### src/rtl/prpd_pkg.sv
// prpd_pkg: shared types and constants of the pulse rate peak detector
// sequencer state type, register indexes, field widths, reset values and divider constants
// no dependencies
`timescale 1ns / 1ps
`default_nettype none

package prpd_pkg;

    // sequencer states
    typedef enum logic [3:0] {
        S_IDLE,
        S_FILT,
        S_ENV,
        S_MUL_THR,
        S_PEAK,
        S_MUL_MIN,
        S_MUL_MAX,
        S_MUL_TOL,
        S_DECIDE,
        S_DIV,
        S_TIMEOUT,
        S_OUT
    } prpd_state_t;

    // configuration register indexes
    localparam int CFG_IDX_W = 3;
    localparam logic [CFG_IDX_W-1:0] REG_ENV_MIN     = 3'd0;
    localparam logic [CFG_IDX_W-1:0] REG_PEAK_FACTOR = 3'd1;
    localparam logic [CFG_IDX_W-1:0] REG_REFRACTORY  = 3'd2;
    localparam logic [CFG_IDX_W-1:0] REG_BPM_MIN     = 3'd3;
    localparam logic [CFG_IDX_W-1:0] REG_BPM_MAX     = 3'd4;
    localparam logic [CFG_IDX_W-1:0] REG_PERIOD_TOL  = 3'd5;
    localparam logic [CFG_IDX_W-1:0] REG_TIMEOUT     = 3'd6;

    localparam int CFG_DATA_W   = 25;
    localparam int ENV_MIN_W    = 25;
    localparam int FACTOR_W     = 10;
    localparam int REFRACT_W    = 12;
    localparam int BPM_W        = 9;
    localparam int TOL_W        = 8;
    localparam int TIMEOUT_W    = 14;

    localparam int TIME_W       = 32;
    localparam int RATE_W       = 13;
    localparam int COUNT_W      = 8;
    localparam int Q8_SHIFT     = 8;

    // reset values of the configuration registers
    localparam logic [ENV_MIN_W-1:0] ENV_MIN_RST    = 25'd2560;
    localparam logic [FACTOR_W-1:0]  FACTOR_RST     = 10'd128;
    localparam logic [REFRACT_W-1:0] REFRACT_RST    = 12'd250;
    localparam logic [BPM_W-1:0]     BPM_MIN_RST    = 9'd40;
    localparam logic [BPM_W-1:0]     BPM_MAX_RST    = 9'd200;
    localparam logic [TOL_W-1:0]     TOL_RST        = 8'd64;
    localparam logic [TIMEOUT_W-1:0] TIMEOUT_RST    = 14'd2500;

    // rate math: 60000 ms per minute, 960000 for the q4 quotient
    localparam int MS_PER_MIN = 60000;
    localparam int DIV_W      = 20;
    localparam logic [DIV_W-1:0] RATE_DIVIDEND = 20'd960000;
    localparam int DIV_CNT_W  = 5;
    localparam logic [DIV_CNT_W-1:0] DIV_LAST = 5'd19;
    localparam logic [COUNT_W-1:0] COUNT_MAX  = 8'd255;
    localparam logic [COUNT_W-1:0] VALID_MIN  = 8'd2;

endpackage

`default_nettype wire

### src/rtl/pulse_rate_peak_detector.sv
// pulse_rate_peak_detector: photoplethysmogram peak detection and heart rate
// each accepted sample runs the filter, envelope, threshold, peak and timeout steps to a result;
// a scored interval adds the scoring steps, and a good interval also runs the 20 step divider
// a new sample is taken only once the last result is loaded; a stalled result holds off the next sample
// reset (aresetn low, synchronous): registers back to defaults, state cleared
`timescale 1ns / 1ps
`default_nettype none

module pulse_rate_peak_detector #(
    parameter int LP_SHIFT    = 2,
    parameter int ENV_SHIFT   = 5,
    parameter int SAMPLE_BITS = 18,
    parameter int FRAC_BITS   = 8,
    localparam int IN_W = ((32 + SAMPLE_BITS + 7) / 8) * 8
) (
    input  logic                            aclk,
    input  logic                            aresetn,
    // sample input stream
    input  logic                            s_tvalid,
    output logic                            s_tready,
    input  logic [IN_W-1:0]                 s_tdata,   // time_ms, ir_sample
    // result output stream
    output logic                            m_tvalid,
    input  logic                            m_tready,
    output logic [15:0]                     m_tdata,   // pulse_valid, rate_q4
    // configuration write channel
    input  logic                            cfg_valid,
    output logic                            cfg_ready,
    input  logic [prpd_pkg::CFG_IDX_W-1:0]  cfg_index,
    input  logic [prpd_pkg::CFG_DATA_W-1:0] cfg_data
);
    import prpd_pkg::*;

    // fixed point widths
    localparam int FILT_W  = SAMPLE_BITS + FRAC_BITS;     // signed filter value
    localparam int ENV_W   = FILT_W - 1;                  // unsigned envelope
    localparam int MUL_A_W = (ENV_W > TIME_W) ? ENV_W : TIME_W;
    localparam int PROD_W  = MUL_A_W + FACTOR_W;

    // configuration registers
    logic [ENV_MIN_W-1:0] env_min_reg;
    logic [FACTOR_W-1:0]  factor_reg;
    logic [REFRACT_W-1:0] refract_reg;
    logic [BPM_W-1:0]     bpm_min_reg;
    logic [BPM_W-1:0]     bpm_max_reg;
    logic [TOL_W-1:0]     tol_reg;
    logic [TIMEOUT_W-1:0] timeout_reg;

    // sequencer
    prpd_state_t state_reg, state_next;

    // sample held for the duration of the work
    logic [TIME_W-1:0]        now_reg;
    logic signed [FILT_W-1:0] x_reg;

    // detector state
    logic signed [FILT_W-1:0] filt_reg;
    logic [ENV_W-1:0]         env_reg;
    logic signed [FILT_W-1:0] prev_one_reg;
    logic signed [FILT_W-1:0] prev_two_reg;
    logic [TIME_W-1:0]        prev_one_time_reg;
    logic [TIME_W-1:0]        last_peak_reg;
    logic [TIME_W-1:0]        last_gap_reg;
    logic [COUNT_W-1:0]       good_count_reg;
    logic [RATE_W-1:0]        rate_reg;
    logic                     valid_flag_reg;

    // interval scoring
    logic [TIME_W-1:0]    gap_reg;
    logic                 plaus_reg;
    logic [PROD_W-1:0]    prod_reg;

    // divider
    logic [TIME_W-1:0]    div_rem_reg;
    logic [DIV_W-1:0]     div_quo_reg;
    logic [DIV_CNT_W-1:0] div_cnt_reg;

    // output register
    logic                 out_valid_reg;
    logic                 out_pulse_reg;
    logic [RATE_W-1:0]    out_rate_reg;

    // ------------------------------------------------------------------
    // handshakes
    // ------------------------------------------------------------------
    logic in_xfer;
    logic out_load;

    assign s_tready  = (state_reg == S_IDLE);
    assign in_xfer   = s_tvalid && s_tready;
    assign cfg_ready = 1'b1;
    assign m_tvalid  = out_valid_reg;
    assign m_tdata   = {2'b00, out_rate_reg, out_pulse_reg};
    // result register frees when empty or when the current result transfers
    assign out_load  = (state_reg == S_OUT) && (!out_valid_reg || m_tready);

    // ------------------------------------------------------------------
    // datapath: filter and envelope steps
    // ------------------------------------------------------------------
    logic signed [SAMPLE_BITS-1:0] in_sample;
    logic signed [FILT_W:0]        lp_diff;
    logic signed [FILT_W:0]        lp_sum;
    logic [FILT_W-1:0]             filt_mag;
    logic signed [FILT_W:0]        env_diff;
    logic signed [FILT_W:0]        env_sum;
    logic [ENV_W-1:0]              env_new;

    assign in_sample = $signed(s_tdata[TIME_W +: SAMPLE_BITS]);

    // one-pole low pass: result always lies between old value and input
    assign lp_diff = (FILT_W + 1)'(x_reg) - (FILT_W + 1)'(filt_reg);
    assign lp_sum  = (FILT_W + 1)'(filt_reg) + (lp_diff >>> LP_SHIFT);

    assign filt_mag = filt_reg[FILT_W-1] ? FILT_W'(-filt_reg) : FILT_W'(filt_reg);
    assign env_diff = $signed({1'b0, filt_mag}) - $signed({2'b00, env_reg});
    assign env_sum  = $signed({2'b00, env_reg}) + (env_diff >>> ENV_SHIFT);
    // envelope saturates at its largest value
    assign env_new  = env_sum[FILT_W-1] ? {ENV_W{1'b1}} : env_sum[ENV_W-1:0];

    // ------------------------------------------------------------------
    // shared multiplier: threshold, plausibility and tolerance products
    // ------------------------------------------------------------------
    logic [MUL_A_W-1:0]  mul_a;
    logic [FACTOR_W-1:0] mul_b;

    always_comb begin
        mul_a = MUL_A_W'(gap_reg);
        mul_b = FACTOR_W'(bpm_min_reg);
        unique case (state_reg)
            S_MUL_THR: begin
                mul_a = MUL_A_W'(env_reg);
                mul_b = factor_reg;
            end
            S_MUL_MAX: begin
                mul_b = FACTOR_W'(bpm_max_reg);
            end
            S_MUL_TOL: begin
                mul_a = MUL_A_W'(last_gap_reg);
                mul_b = FACTOR_W'(tol_reg);
            end
            default: begin
            end
        endcase
    end

    // ------------------------------------------------------------------
    // peak decision and interval scoring
    // ------------------------------------------------------------------
    logic [PROD_W-1:0] scaled;
    logic [PROD_W-1:0] env_min_ext;
    logic [PROD_W-1:0] thr;
    logic [PROD_W-1:0] prev_one_ext;
    logic              is_peak;
    logic [TIME_W-1:0] gap_now;
    logic              peak_taken;
    logic              score_interval;
    logic [TIME_W-1:0] gap_delta;
    logic              periodic;
    logic              amp_ok;
    logic              interval_ok;
    logic [COUNT_W-1:0] good_inc;
    logic [TIME_W-1:0] since_peak;
    logic              timed_out;
    logic [TIME_W:0]   rem_shift;
    logic [TIME_W:0]   rem_diff;
    logic              q_bit;

    assign scaled       = prod_reg >> Q8_SHIFT;
    assign env_min_ext  = PROD_W'(env_min_reg);
    assign thr          = (scaled > env_min_ext) ? scaled : env_min_ext;
    assign prev_one_ext = PROD_W'(unsigned'(prev_one_reg));
    // a local maximum of the filtered signal above the threshold
    assign is_peak = (prev_one_reg > prev_two_reg) && (prev_one_reg >= filt_reg)
                     && !prev_one_reg[FILT_W-1] && (prev_one_ext > thr);

    assign gap_now    = prev_one_time_reg - last_peak_reg;
    // first peak is always taken, later ones only past the refractory time
    assign peak_taken = is_peak &&
                        ((last_peak_reg == '0) || (gap_now >= TIME_W'(refract_reg)));
    assign score_interval = peak_taken && (last_peak_reg != '0);

    assign gap_delta = (gap_reg > last_gap_reg) ? (gap_reg - last_gap_reg)
                                                : (last_gap_reg - gap_reg);
    assign periodic  = (last_gap_reg == '0) ||
                       (PROD_W'({gap_delta, 8'h00}) <= prod_reg);
    assign amp_ok    = (PROD_W'(env_reg) >= env_min_ext);
    assign interval_ok = plaus_reg && periodic && amp_ok;
    assign good_inc  = (good_count_reg == COUNT_MAX) ? COUNT_MAX : good_count_reg + 1'b1;

    assign since_peak = now_reg - last_peak_reg;
    assign timed_out  = (last_peak_reg != '0) && (since_peak > TIME_W'(timeout_reg));

    // restoring divider step for 960000 / gap
    assign rem_shift = {div_rem_reg, div_quo_reg[DIV_W-1]};
    assign rem_diff  = rem_shift - {1'b0, gap_reg};
    assign q_bit     = !rem_diff[TIME_W];

    // ------------------------------------------------------------------
    // sequencer
    // ------------------------------------------------------------------
    always_ff @(posedge aclk) begin
        if (!aresetn) begin
            state_reg <= S_IDLE;
        end else begin
            state_reg <= state_next;
        end
    end

    always_comb begin
        state_next = state_reg;
        unique case (state_reg)
            S_IDLE: begin
                if (in_xfer) begin
                    state_next = S_FILT;
                end
            end
            S_FILT:    state_next = S_ENV;
            S_ENV:     state_next = S_MUL_THR;
            S_MUL_THR: state_next = S_PEAK;
            S_PEAK: begin
                state_next = score_interval ? S_MUL_MIN : S_TIMEOUT;
            end
            S_MUL_MIN: state_next = S_MUL_MAX;
            S_MUL_MAX: state_next = S_MUL_TOL;
            S_MUL_TOL: state_next = S_DECIDE;
            S_DECIDE: begin
                state_next = interval_ok ? S_DIV : S_TIMEOUT;
            end
            S_DIV: begin
                if (div_cnt_reg == DIV_LAST) begin
                    state_next = S_TIMEOUT;
                end
            end
            S_TIMEOUT: state_next = S_OUT;
            S_OUT: begin
                if (out_load) begin
                    state_next = S_IDLE;
                end
            end
            default:   state_next = S_IDLE;
        endcase
    end

    // ------------------------------------------------------------------
    // configuration registers
    // ------------------------------------------------------------------
    always_ff @(posedge aclk) begin
        if (!aresetn) begin
            env_min_reg <= ENV_MIN_RST;
            factor_reg  <= FACTOR_RST;
            refract_reg <= REFRACT_RST;
            bpm_min_reg <= BPM_MIN_RST;
            bpm_max_reg <= BPM_MAX_RST;
            tol_reg     <= TOL_RST;
            timeout_reg <= TIMEOUT_RST;
        end else if (cfg_valid && cfg_ready) begin
            // indexes past the list are dropped
            unique case (cfg_index)
                REG_ENV_MIN:     env_min_reg <= cfg_data[ENV_MIN_W-1:0];
                REG_PEAK_FACTOR: factor_reg  <= cfg_data[FACTOR_W-1:0];
                REG_REFRACTORY:  refract_reg <= cfg_data[REFRACT_W-1:0];
                REG_BPM_MIN:     bpm_min_reg <= cfg_data[BPM_W-1:0];
                REG_BPM_MAX:     bpm_max_reg <= cfg_data[BPM_W-1:0];
                REG_PERIOD_TOL:  tol_reg     <= cfg_data[TOL_W-1:0];
                REG_TIMEOUT:     timeout_reg <= cfg_data[TIMEOUT_W-1:0];
                default: begin
                end
            endcase
        end
    end

    // ------------------------------------------------------------------
    // sample capture and working registers
    // ------------------------------------------------------------------
    always_ff @(posedge aclk) begin
        if (in_xfer) begin
            now_reg <= s_tdata[TIME_W-1:0];
            // scale to fixed point with FRAC_BITS fraction bits
            x_reg   <= FILT_W'(in_sample) <<< FRAC_BITS;
        end
        prod_reg <= mul_a * mul_b;
        if (state_reg == S_PEAK) begin
            gap_reg <= gap_now;
        end
        if (state_reg == S_MUL_MAX) begin
            plaus_reg <= (gap_reg != '0) && (prod_reg <= PROD_W'(MS_PER_MIN));
        end else if (state_reg == S_MUL_TOL) begin
            plaus_reg <= plaus_reg && (prod_reg >= PROD_W'(MS_PER_MIN));
        end
        if (state_reg == S_DECIDE) begin
            div_rem_reg <= '0;
            div_quo_reg <= RATE_DIVIDEND;
        end else if (state_reg == S_DIV) begin
            div_rem_reg <= q_bit ? rem_diff[TIME_W-1:0] : rem_shift[TIME_W-1:0];
            div_quo_reg <= {div_quo_reg[DIV_W-2:0], q_bit};
        end
    end

    // ------------------------------------------------------------------
    // detector state
    // ------------------------------------------------------------------
    always_ff @(posedge aclk) begin
        if (!aresetn) begin
            filt_reg          <= '0;
            env_reg           <= '0;
            prev_one_reg      <= '0;
            prev_two_reg      <= '0;
            prev_one_time_reg <= '0;
            last_peak_reg     <= '0;
            last_gap_reg      <= '0;
            good_count_reg    <= '0;
            rate_reg          <= '0;
            valid_flag_reg    <= 1'b0;
            div_cnt_reg       <= '0;
        end else begin
            unique case (state_reg)
                S_FILT: begin
                    filt_reg <= lp_sum[FILT_W-1:0];
                end
                S_ENV: begin
                    env_reg <= env_new;
                end
                S_PEAK: begin
                    // first peak only records its time
                    if (peak_taken && !score_interval) begin
                        last_peak_reg <= prev_one_time_reg;
                    end
                end
                S_DECIDE: begin
                    div_cnt_reg   <= '0;
                    last_gap_reg  <= gap_reg;
                    last_peak_reg <= prev_one_time_reg;
                    if (interval_ok) begin
                        good_count_reg <= good_inc;
                        valid_flag_reg <= (good_inc >= VALID_MIN);
                    end else begin
                        good_count_reg <= '0;
                        rate_reg       <= '0;
                        valid_flag_reg <= 1'b0;
                    end
                end
                S_DIV: begin
                    div_cnt_reg <= div_cnt_reg + 1'b1;
                    if (div_cnt_reg == DIV_LAST) begin
                        rate_reg <= {div_quo_reg[RATE_W-2:0], q_bit};
                    end
                end
                S_TIMEOUT: begin
                    // no peak for too long clears the result
                    if (timed_out) begin
                        valid_flag_reg <= 1'b0;
                        good_count_reg <= '0;
                        rate_reg       <= '0;
                        last_gap_reg   <= '0;
                    end
                    prev_two_reg      <= prev_one_reg;
                    prev_one_reg      <= filt_reg;
                    prev_one_time_reg <= now_reg;
                end
                default: begin
                end
            endcase
        end
    end

    // ------------------------------------------------------------------
    // result register
    // ------------------------------------------------------------------
    always_ff @(posedge aclk) begin
        if (!aresetn) begin
            out_valid_reg <= 1'b0;
        end else if (out_load) begin
            out_valid_reg <= 1'b1;
        end else if (m_tready) begin
            out_valid_reg <= 1'b0;
        end
    end

    always_ff @(posedge aclk) begin
        if (out_load) begin
            out_pulse_reg <= valid_flag_reg;
            out_rate_reg  <= rate_reg;
        end
    end

    // ------------------------------------------------------------------
    // assertions
    // ------------------------------------------------------------------
    a_valid_needs_two: assert property (@(posedge aclk) disable iff (!aresetn)
        valid_flag_reg |-> (good_count_reg >= VALID_MIN))
        else $error("pulse valid without two good intervals");

    a_rate_needs_good: assert property (@(posedge aclk) disable iff (!aresetn)
        (good_count_reg == '0) |-> (rate_reg == '0))
        else $error("rate held with no good interval");

    a_div_bound: assert property (@(posedge aclk) disable iff (!aresetn)
        (state_reg == S_DIV) |-> (div_cnt_reg <= DIV_LAST))
        else $error("divider ran past its last step");

    a_accept_starts: assert property (@(posedge aclk) disable iff (!aresetn)
        in_xfer |=> (state_reg == S_FILT))
        else $error("accepted sample did not start the sequence");

    a_out_from_seq: assert property (@(posedge aclk) disable iff (!aresetn)
        $rose(out_valid_reg) |-> ($past(state_reg) == S_OUT))
        else $error("result raised outside the output step");

endmodule

`default_nettype wire

### config.mk
export PLATFORM = sky130hd
export DESIGN_NAME = pulse_rate_peak_detector
export DESIGN_NICKNAME = d
export VERILOG_FILES = /design/src/rtl/prpd_pkg.sv /design/src/rtl/pulse_rate_peak_detector.sv
export SDC_FILE = /design/constraint.sdc
export NUM_CORES = 2
export LEC_CHECK = 0
export BUFFER_PORTS_ARGS = -buffer_cell sky130_fd_sc_hd__buf_2
export CORE_UTILIZATION = 55
export DETAILED_ROUTE_END_ITERATION = 6
export PLACE_DENSITY = 0.74
export RECOVER_POWER = 100
export SLEW_MARGIN = 20
export SYNTH_ARGS = -nofsm -noshare
export SYNTH_HDL_FRONTEND = slang
export SYNTH_SLANG_ARGS = --single-unit
export TNS_END_PERCENT = 5
### constraint.sdc
create_clock -name aclk -period 7.6 [get_ports aclk]
set_input_delay 1.14 -clock aclk [delete_from_list [all_inputs] [get_ports aclk]]
set_output_delay 1.14 -clock aclk [all_outputs]
set_load 0.05 [all_outputs]
== Word level (Yosys, flattened, before mapping) ==
Cells that the tools add are included.

* Add/subtract/negate cells: 12
* Multipliers: 1
* $lt $le $gt $ge: 12
* Equality and inequality tests: 25
* Muxes and demuxes: 33
* Reductions and logical operators: 43

{| class="wikitable"
|+ Operators by type and width
! operator !! number
|-
| 32-bit case mux with 2 select lines || 3
|-
| 32-bit 2-to-1 mux || 4
|-
| 32-bit subtractor || 4
|-
| 32-bit logical NOT || 2
|-
| 32-bit nonzero test || 2
|-
| 4-bit case mux with 12 select lines || 1
|-
| 42-bit by 16-bit >= comparator with 1-bit output, second input constant || 1
|-
| 40-bit by 42-bit <= comparator with 1-bit output || 1
|-
| 42-bit by 16-bit <= comparator with 1-bit output, second input constant || 1
|-
| 32-bit by 10-bit multiplier with 42-bit output || 1
|-
| 13-bit 2-to-1 mux || 3
|-
| 13-bit case mux with 3 select lines || 1
|-
| 26-bit by 34-bit greater-than comparator with 1-bit output || 1
|-
| 34-bit by 25-bit greater-than comparator with 1-bit output || 1
|-
| 34-bit 2-to-1 mux || 1
|-
| 33-bit by 32-bit subtractor with 33-bit output || 1
|-
| 32-bit by 12-bit >= comparator with 1-bit output || 1
|-
| 32-bit by 14-bit greater-than comparator with 1-bit output || 1
|-
| 32-bit greater-than comparator || 1
|-
| 10-bit case mux with 3 select lines || 1
|-
| 26-bit by 25-bit subtractor with 27-bit output || 1
|-
| 26-bit by 26-bit subtractor with 27-bit output || 1
|-
| 26-bit by 22-bit adder with 26-bit output || 1
|-
| 26-bit by 25-bit adder with 26-bit output || 1
|-
| 37 further kinds || 90
|}

* Register bits after elaboration: 509
* Bits of input ports: 89
* Output and inout port bits: 19
* Logic and storage cells: 155

== Longest topological paths before layout ==
* Depth in word-level cells: 10
* Gate-level depth with buffers: 31

== Least setup slack after synthesis ==
Ideal clock, no wire load.

* Path type: reg-to-reg
* Start: reg state_reg[3]
* End: reg prod_reg[41]
* Library setup time: 127 ps
* Arrival time: 7335 ps
* Required time: 7473 ps
* Setup slack: 138 ps
* Cell stages (with the launch flop): 31
* Path buffers: 5
* Cells stage by stage: dfxtp_1 > clkbuf_1 > or2_2 > clkbuf_1 > clkbuf_1 > clkbuf_1 > clkbuf_1 > nand2_1 > o21ai_0 > nand2_1 > fa_1 > inv_1 > fa_1 > inv_1 > fa_1 > inv_1 > fa_1 > inv_1 > fa_1 > inv_1 > ha_1 > or3_1 > or3_1 > a31oi_1 > a22oi_1 > a22oi_1 > or3_1 > a31oi_1 > a311o_1 > a221oi_1 > xnor2_1

* Longest elaborated chain between the ends: 3
* Elaborated cells between the ends (all ways): 6

{| class="wikitable"
|+ Ends and longest elaborated chain
! element !! RTL line !! text
|-
| start: declaration || pulse_rate_peak_detector.sv:50 || <nowiki>prpd_state_t state_reg, state_next;</nowiki>
|-
| start signal: assignment || pulse_rate_peak_detector.sv:205 || <nowiki>state_reg <= state_next;</nowiki>
|-
| 4-bit by 3-bit == test with 1-bit output or 4-bit by 2-bit == test with 1-bit output (tied branches) || pulse_rate_peak_detector.sv:129 || <nowiki>unique case (state_reg)</nowiki>
|-
| 10-bit case mux with 3 select lines or 32-bit case mux with 2 select lines (tied branches) || pulse_rate_peak_detector.sv:129 ||
|-
| 32-bit by 10-bit multiplier with 42-bit output * || pulse_rate_peak_detector.sv:281 || <nowiki>prod_reg <= mul_a * mul_b;</nowiki>
|-
| end signal: assignment || pulse_rate_peak_detector.sv:281 ||
|-
| end: declaration || pulse_rate_peak_detector.sv:71 || <nowiki>logic [PROD_W-1:0] prod_reg;</nowiki>
|}

Mark *: on every way between the ends. The rest lies on a longest branch, timed or not.
A chain may end at the register's enable or synchronous reset.

== Worst setup path after layout ==
* Start: reg gap_reg[0]
* End: reg rate_reg[6]

* Longest elaborated chain between the ends: 8
* Elaborated cells between the ends (all ways): 10

{| class="wikitable"
|+ Ends and longest elaborated chain
! element !! RTL line !! text
|-
| start: declaration || pulse_rate_peak_detector.sv:69 || <nowiki>logic [TIME_W-1:0] gap_reg;</nowiki>
|-
| start signal: assignment || pulse_rate_peak_detector.sv:283 || <nowiki>gap_reg <= gap_now;</nowiki>
|-
| 32-bit subtractor, or another cell as far along || pulse_rate_peak_detector.sv:183 || <nowiki>: (last_gap_reg - gap_reg);</nowiki>
|-
| 32-bit 2-to-1 mux * || pulse_rate_peak_detector.sv:182 || <nowiki>assign gap_delta = (gap_reg > last_gap_reg) ? (gap_reg - last_gap_reg)</nowiki>
|-
| 40-bit by 42-bit <= comparator with 1-bit output * || pulse_rate_peak_detector.sv:185 || <nowiki>(PROD_W'({gap_delta, 8'h00}) <= prod_reg);</nowiki>
|-
| 1-bit logical OR * || pulse_rate_peak_detector.sv:184 || <nowiki>assign periodic = (last_gap_reg == '0) ||</nowiki>
|-
| 1-bit logical AND * (2 in a row) || pulse_rate_peak_detector.sv:187 || <nowiki>assign interval_ok = plaus_reg && periodic && amp_ok;</nowiki>
|-
| 2-bit inequality test (no line) * || -- ||
|-
| 4-bit AND reduction (no line) * || -- ||
|-
| end signal: assignment || pulse_rate_peak_detector.sv:345 || <nowiki>rate_reg <= {div_quo_reg[RATE_W-2:0], q_bit};</nowiki>
|-
| end: declaration || pulse_rate_peak_detector.sv:65 || <nowiki>logic [RATE_W-1:0] rate_reg;</nowiki>
|}

Marked as above.

==> results.md <==
* Fillers at between 7,000 and 8,000
* Hold Startpoint: rate_reg[10]
* CP startpoint kind: register
* Setup CP Type: register to register
* Clock transition at the registers of the reported paths at about 0.060 ns
* Via count at 41,300
* H-tree levels at 2
* Vias in the first global route at 39,200
* Period utilization at 96.8%
* Initial antenna violation count at 11
* Status: finished, violations left
* RSZ-0062 raised after global routing: yes
* CP max stage delay at 0.52 ns
* Total wire length at 143,000 µm
* Post-synthesis cell count at 5,570
* Drt first pass iters at 7
* GRT overflow at 0
* Worst setup path start: gap_reg[0]
* Critical path arrival at 7.94 ns
* Reg2Reg Depth at 28
* Final Util at 60.9%
* Max VDD drop at roughly 0.00037 V
* Io pins at 108
* CTS Root Buffer Type: clkbuf_16
* IO Port Bufs at 98
* CTS tree: done
* Worst min path class: register to register
* FF-to-FF Start: gap_reg[0]
* Synth area leaders: dfxtp_1 (18%), ha_1 (14%), fa_1 (11%)
* Hold Path Depth at 0
* Post-route ant nets at 0
* Sequential Area at 11,200 µm²
* Crit Path Max Fanout at 21
* Die height at ~290 µm
* Die width at 290 µm
* Core ar. at 82,000 µm²
* # nets final at around 6,500
* Dpl hpwl at 112,000 µm
* Area of the multi-input gates at 31,500 µm²
* Fin. max-slew vios at 500
* Failing checks: capacitance limit, slew limit
* Max Clk Rate at 136 MHz
* Rows at 105
* Starting Density at 55.6%
* Synth Flop Type: dfxtp_1
* Mapped cell area at around 46,000 µm²
* Largest net degree at the start of global routing at 98
* Max reg flops at 42
* Seq cells post-synth at just over 500
* Syn avg cell area at 8.18 µm²
* Crit. End Element: register
* Clock sinks at around 510
* Largest area contributor in the netlist: dfxtp_1
* Clk_lat worst skew at 0.68 ns
* Synthesis-to-finish area growth at 9.66%
* Max_slew headroom at -200%
* Vias/cell at slightly above 6
* Post-synth top cells: nand2_1 (814), inv_1 (566), a21oi_1 (538)
* Synth warnings at 0
* Seq/Total Area, Yosys at about a quarter
* DRC viols at 0
* Final setup fails at 0
* Global-route wire length before repair at 220,000 µm
* CP required at 8.18 ns
* R2r setup slk at 0.24 ns
* Routability cong. at ~1.0
* Cts bufs inserted at 59
* PwrDens at between 200 and 300 nW/µm²
* CP max-delay cell: o21bai_4
* DR WL/cell at 20.9 µm
* Final Skew at 0.0254 ns
* Worst hold endpoint: out_rate_reg[10]
* GRT Util Overall at between 30% and 40%
* Final Hold Viols at 0
* Synth unique cells at 95
* Critical R2R Capture: rate_reg[6]
* Post-synth EDFFs at 97
* Post-synth ARST share at 0%
* Clock buffer depth at 3
* Worst Tran Pin Value at about 4.5 ns
* Pwr Total at 14.7 mW
* Layout cells sized above 1 at under 10%
* Total Die Area at between 80,000 and 90,000 µm²
* First-iteration detailed-routing DRC count at 3,984
* Yosys top cell area share at a little under a fifth
* Max-Cap Viols at 9
* Tmin final at about 7.4 ns
* Most frequent cell after synthesis: nand2_1
* Leak pwr at 22.0 nW
==> worst max-delay path: cells and delay by family, from the launching register on <==
family,cells,cell delay [ns]
flops,1,0.51
fa+ha+maj,3,0.97
compound gates,14,3.46
xor+xnor,1,0.35
simple gates,6,1.09
buf+inv,3,0.39
mux,1,0.47
==> routing by layer <==
layer | global-route usage, % | part of all wire [%]
met4 | 16.8 | 5.5
met2 | 52.6 | 44
met3 | 6.91 | 8.8
met5 | 0 | 0.064
met1 | 43.0 | 42
==> worst max-delay path by stage <==
stage / endpoint / cells past startpoint / slack (ns)
2_1_floorplan: prod_reg[41] / 30 / 0.14
3_5_place_dp: prod_reg[39] / 30 / 0.13
6_report: rate_reg[6] / 28 / 0.24
4_1_cts: prod_reg[39] / 30 / 0.10
3_3_place_gp: prod_reg[39] / 29 / 0.19
5_1_grt: prod_reg[39] / 27 / -0.006
==> cells by family (layout without fill, tap and decap cells) <==
group / Yosys count / after routing / synth area share, %
mux: 104 / 104 / 2.29
buf+inv: 780 / 946 / 6.59
flops: 509 / 509 / 24.5
compound gates: 1461 / 1461 / 19.9
fa+ha+maj: 760 / 760 / 24.9
xor+xnor: 245 / 245 / 4.77
other cells: 2 / 11 / 0.0165
simple gates: 1709 / 1709 / 17.0
==> timing repair <==
action / CTS / global route
setup endpoints to repair: 0 / 11
resized for setup: 0 / 13
buffers inserted: 0 / 5
hold buffers: 0 / 0
==> cell type report <==
| cell class | instances | share of cell area [%] |
|---|---|---|
| inverter | 566 | 4.26 |
| timing repair buffer | 271 | 3.55 |
| multi-input combinational | 4289 | 63.1 |
| clock inverter | 41 | 0.932 |
| clock buffer | 68 | 3.17 |
| tap | 1070 | 2.68 |
| antenna | 1 | 0.00501 |
| sequential | 509 | 22.3 |
==> placed cells by master, fill, tap and decap left out, types with 72 or more instances in the layout <==
cell and n:
a21o_1 146, a21oi_1 535, buf_2 82, buf_4 139
dfxtp_1 410, edfxtp_1 97, fa_1 245, ha_1 515
inv_1 565, mux2i_1 102, nand2_1 814, nand3_1 107
nand4_1 82, nor2_1 342, o21ai_0 299, xnor2_1 172
xor2_1 72
==> per-stage QoR <==
step	worst slack [ns]	hold WS (ns)	TNS [ns]	instance area [µm²]	cells
floorplan	0.138	0.408	0	45600	5578
global placement	0.187	0.416	0	47900	6699
detailed placement	0.131	0.419	0	47900	6699
CTS	0.103	0.425	0	50000	6808
global route	-0.00636	0.430	-0.00927	50000	6815
finish	0.241	0.418	0	50000	6815
==> power breakdown <==
group	switching (mW)	internal [mW]	leakage, nW
Clock	1.30	1.74	0.999
Sequential	0.502	3.04	4.28
Combinational	4.73	3.37	16.8
(Power assumes the default switching activity.)
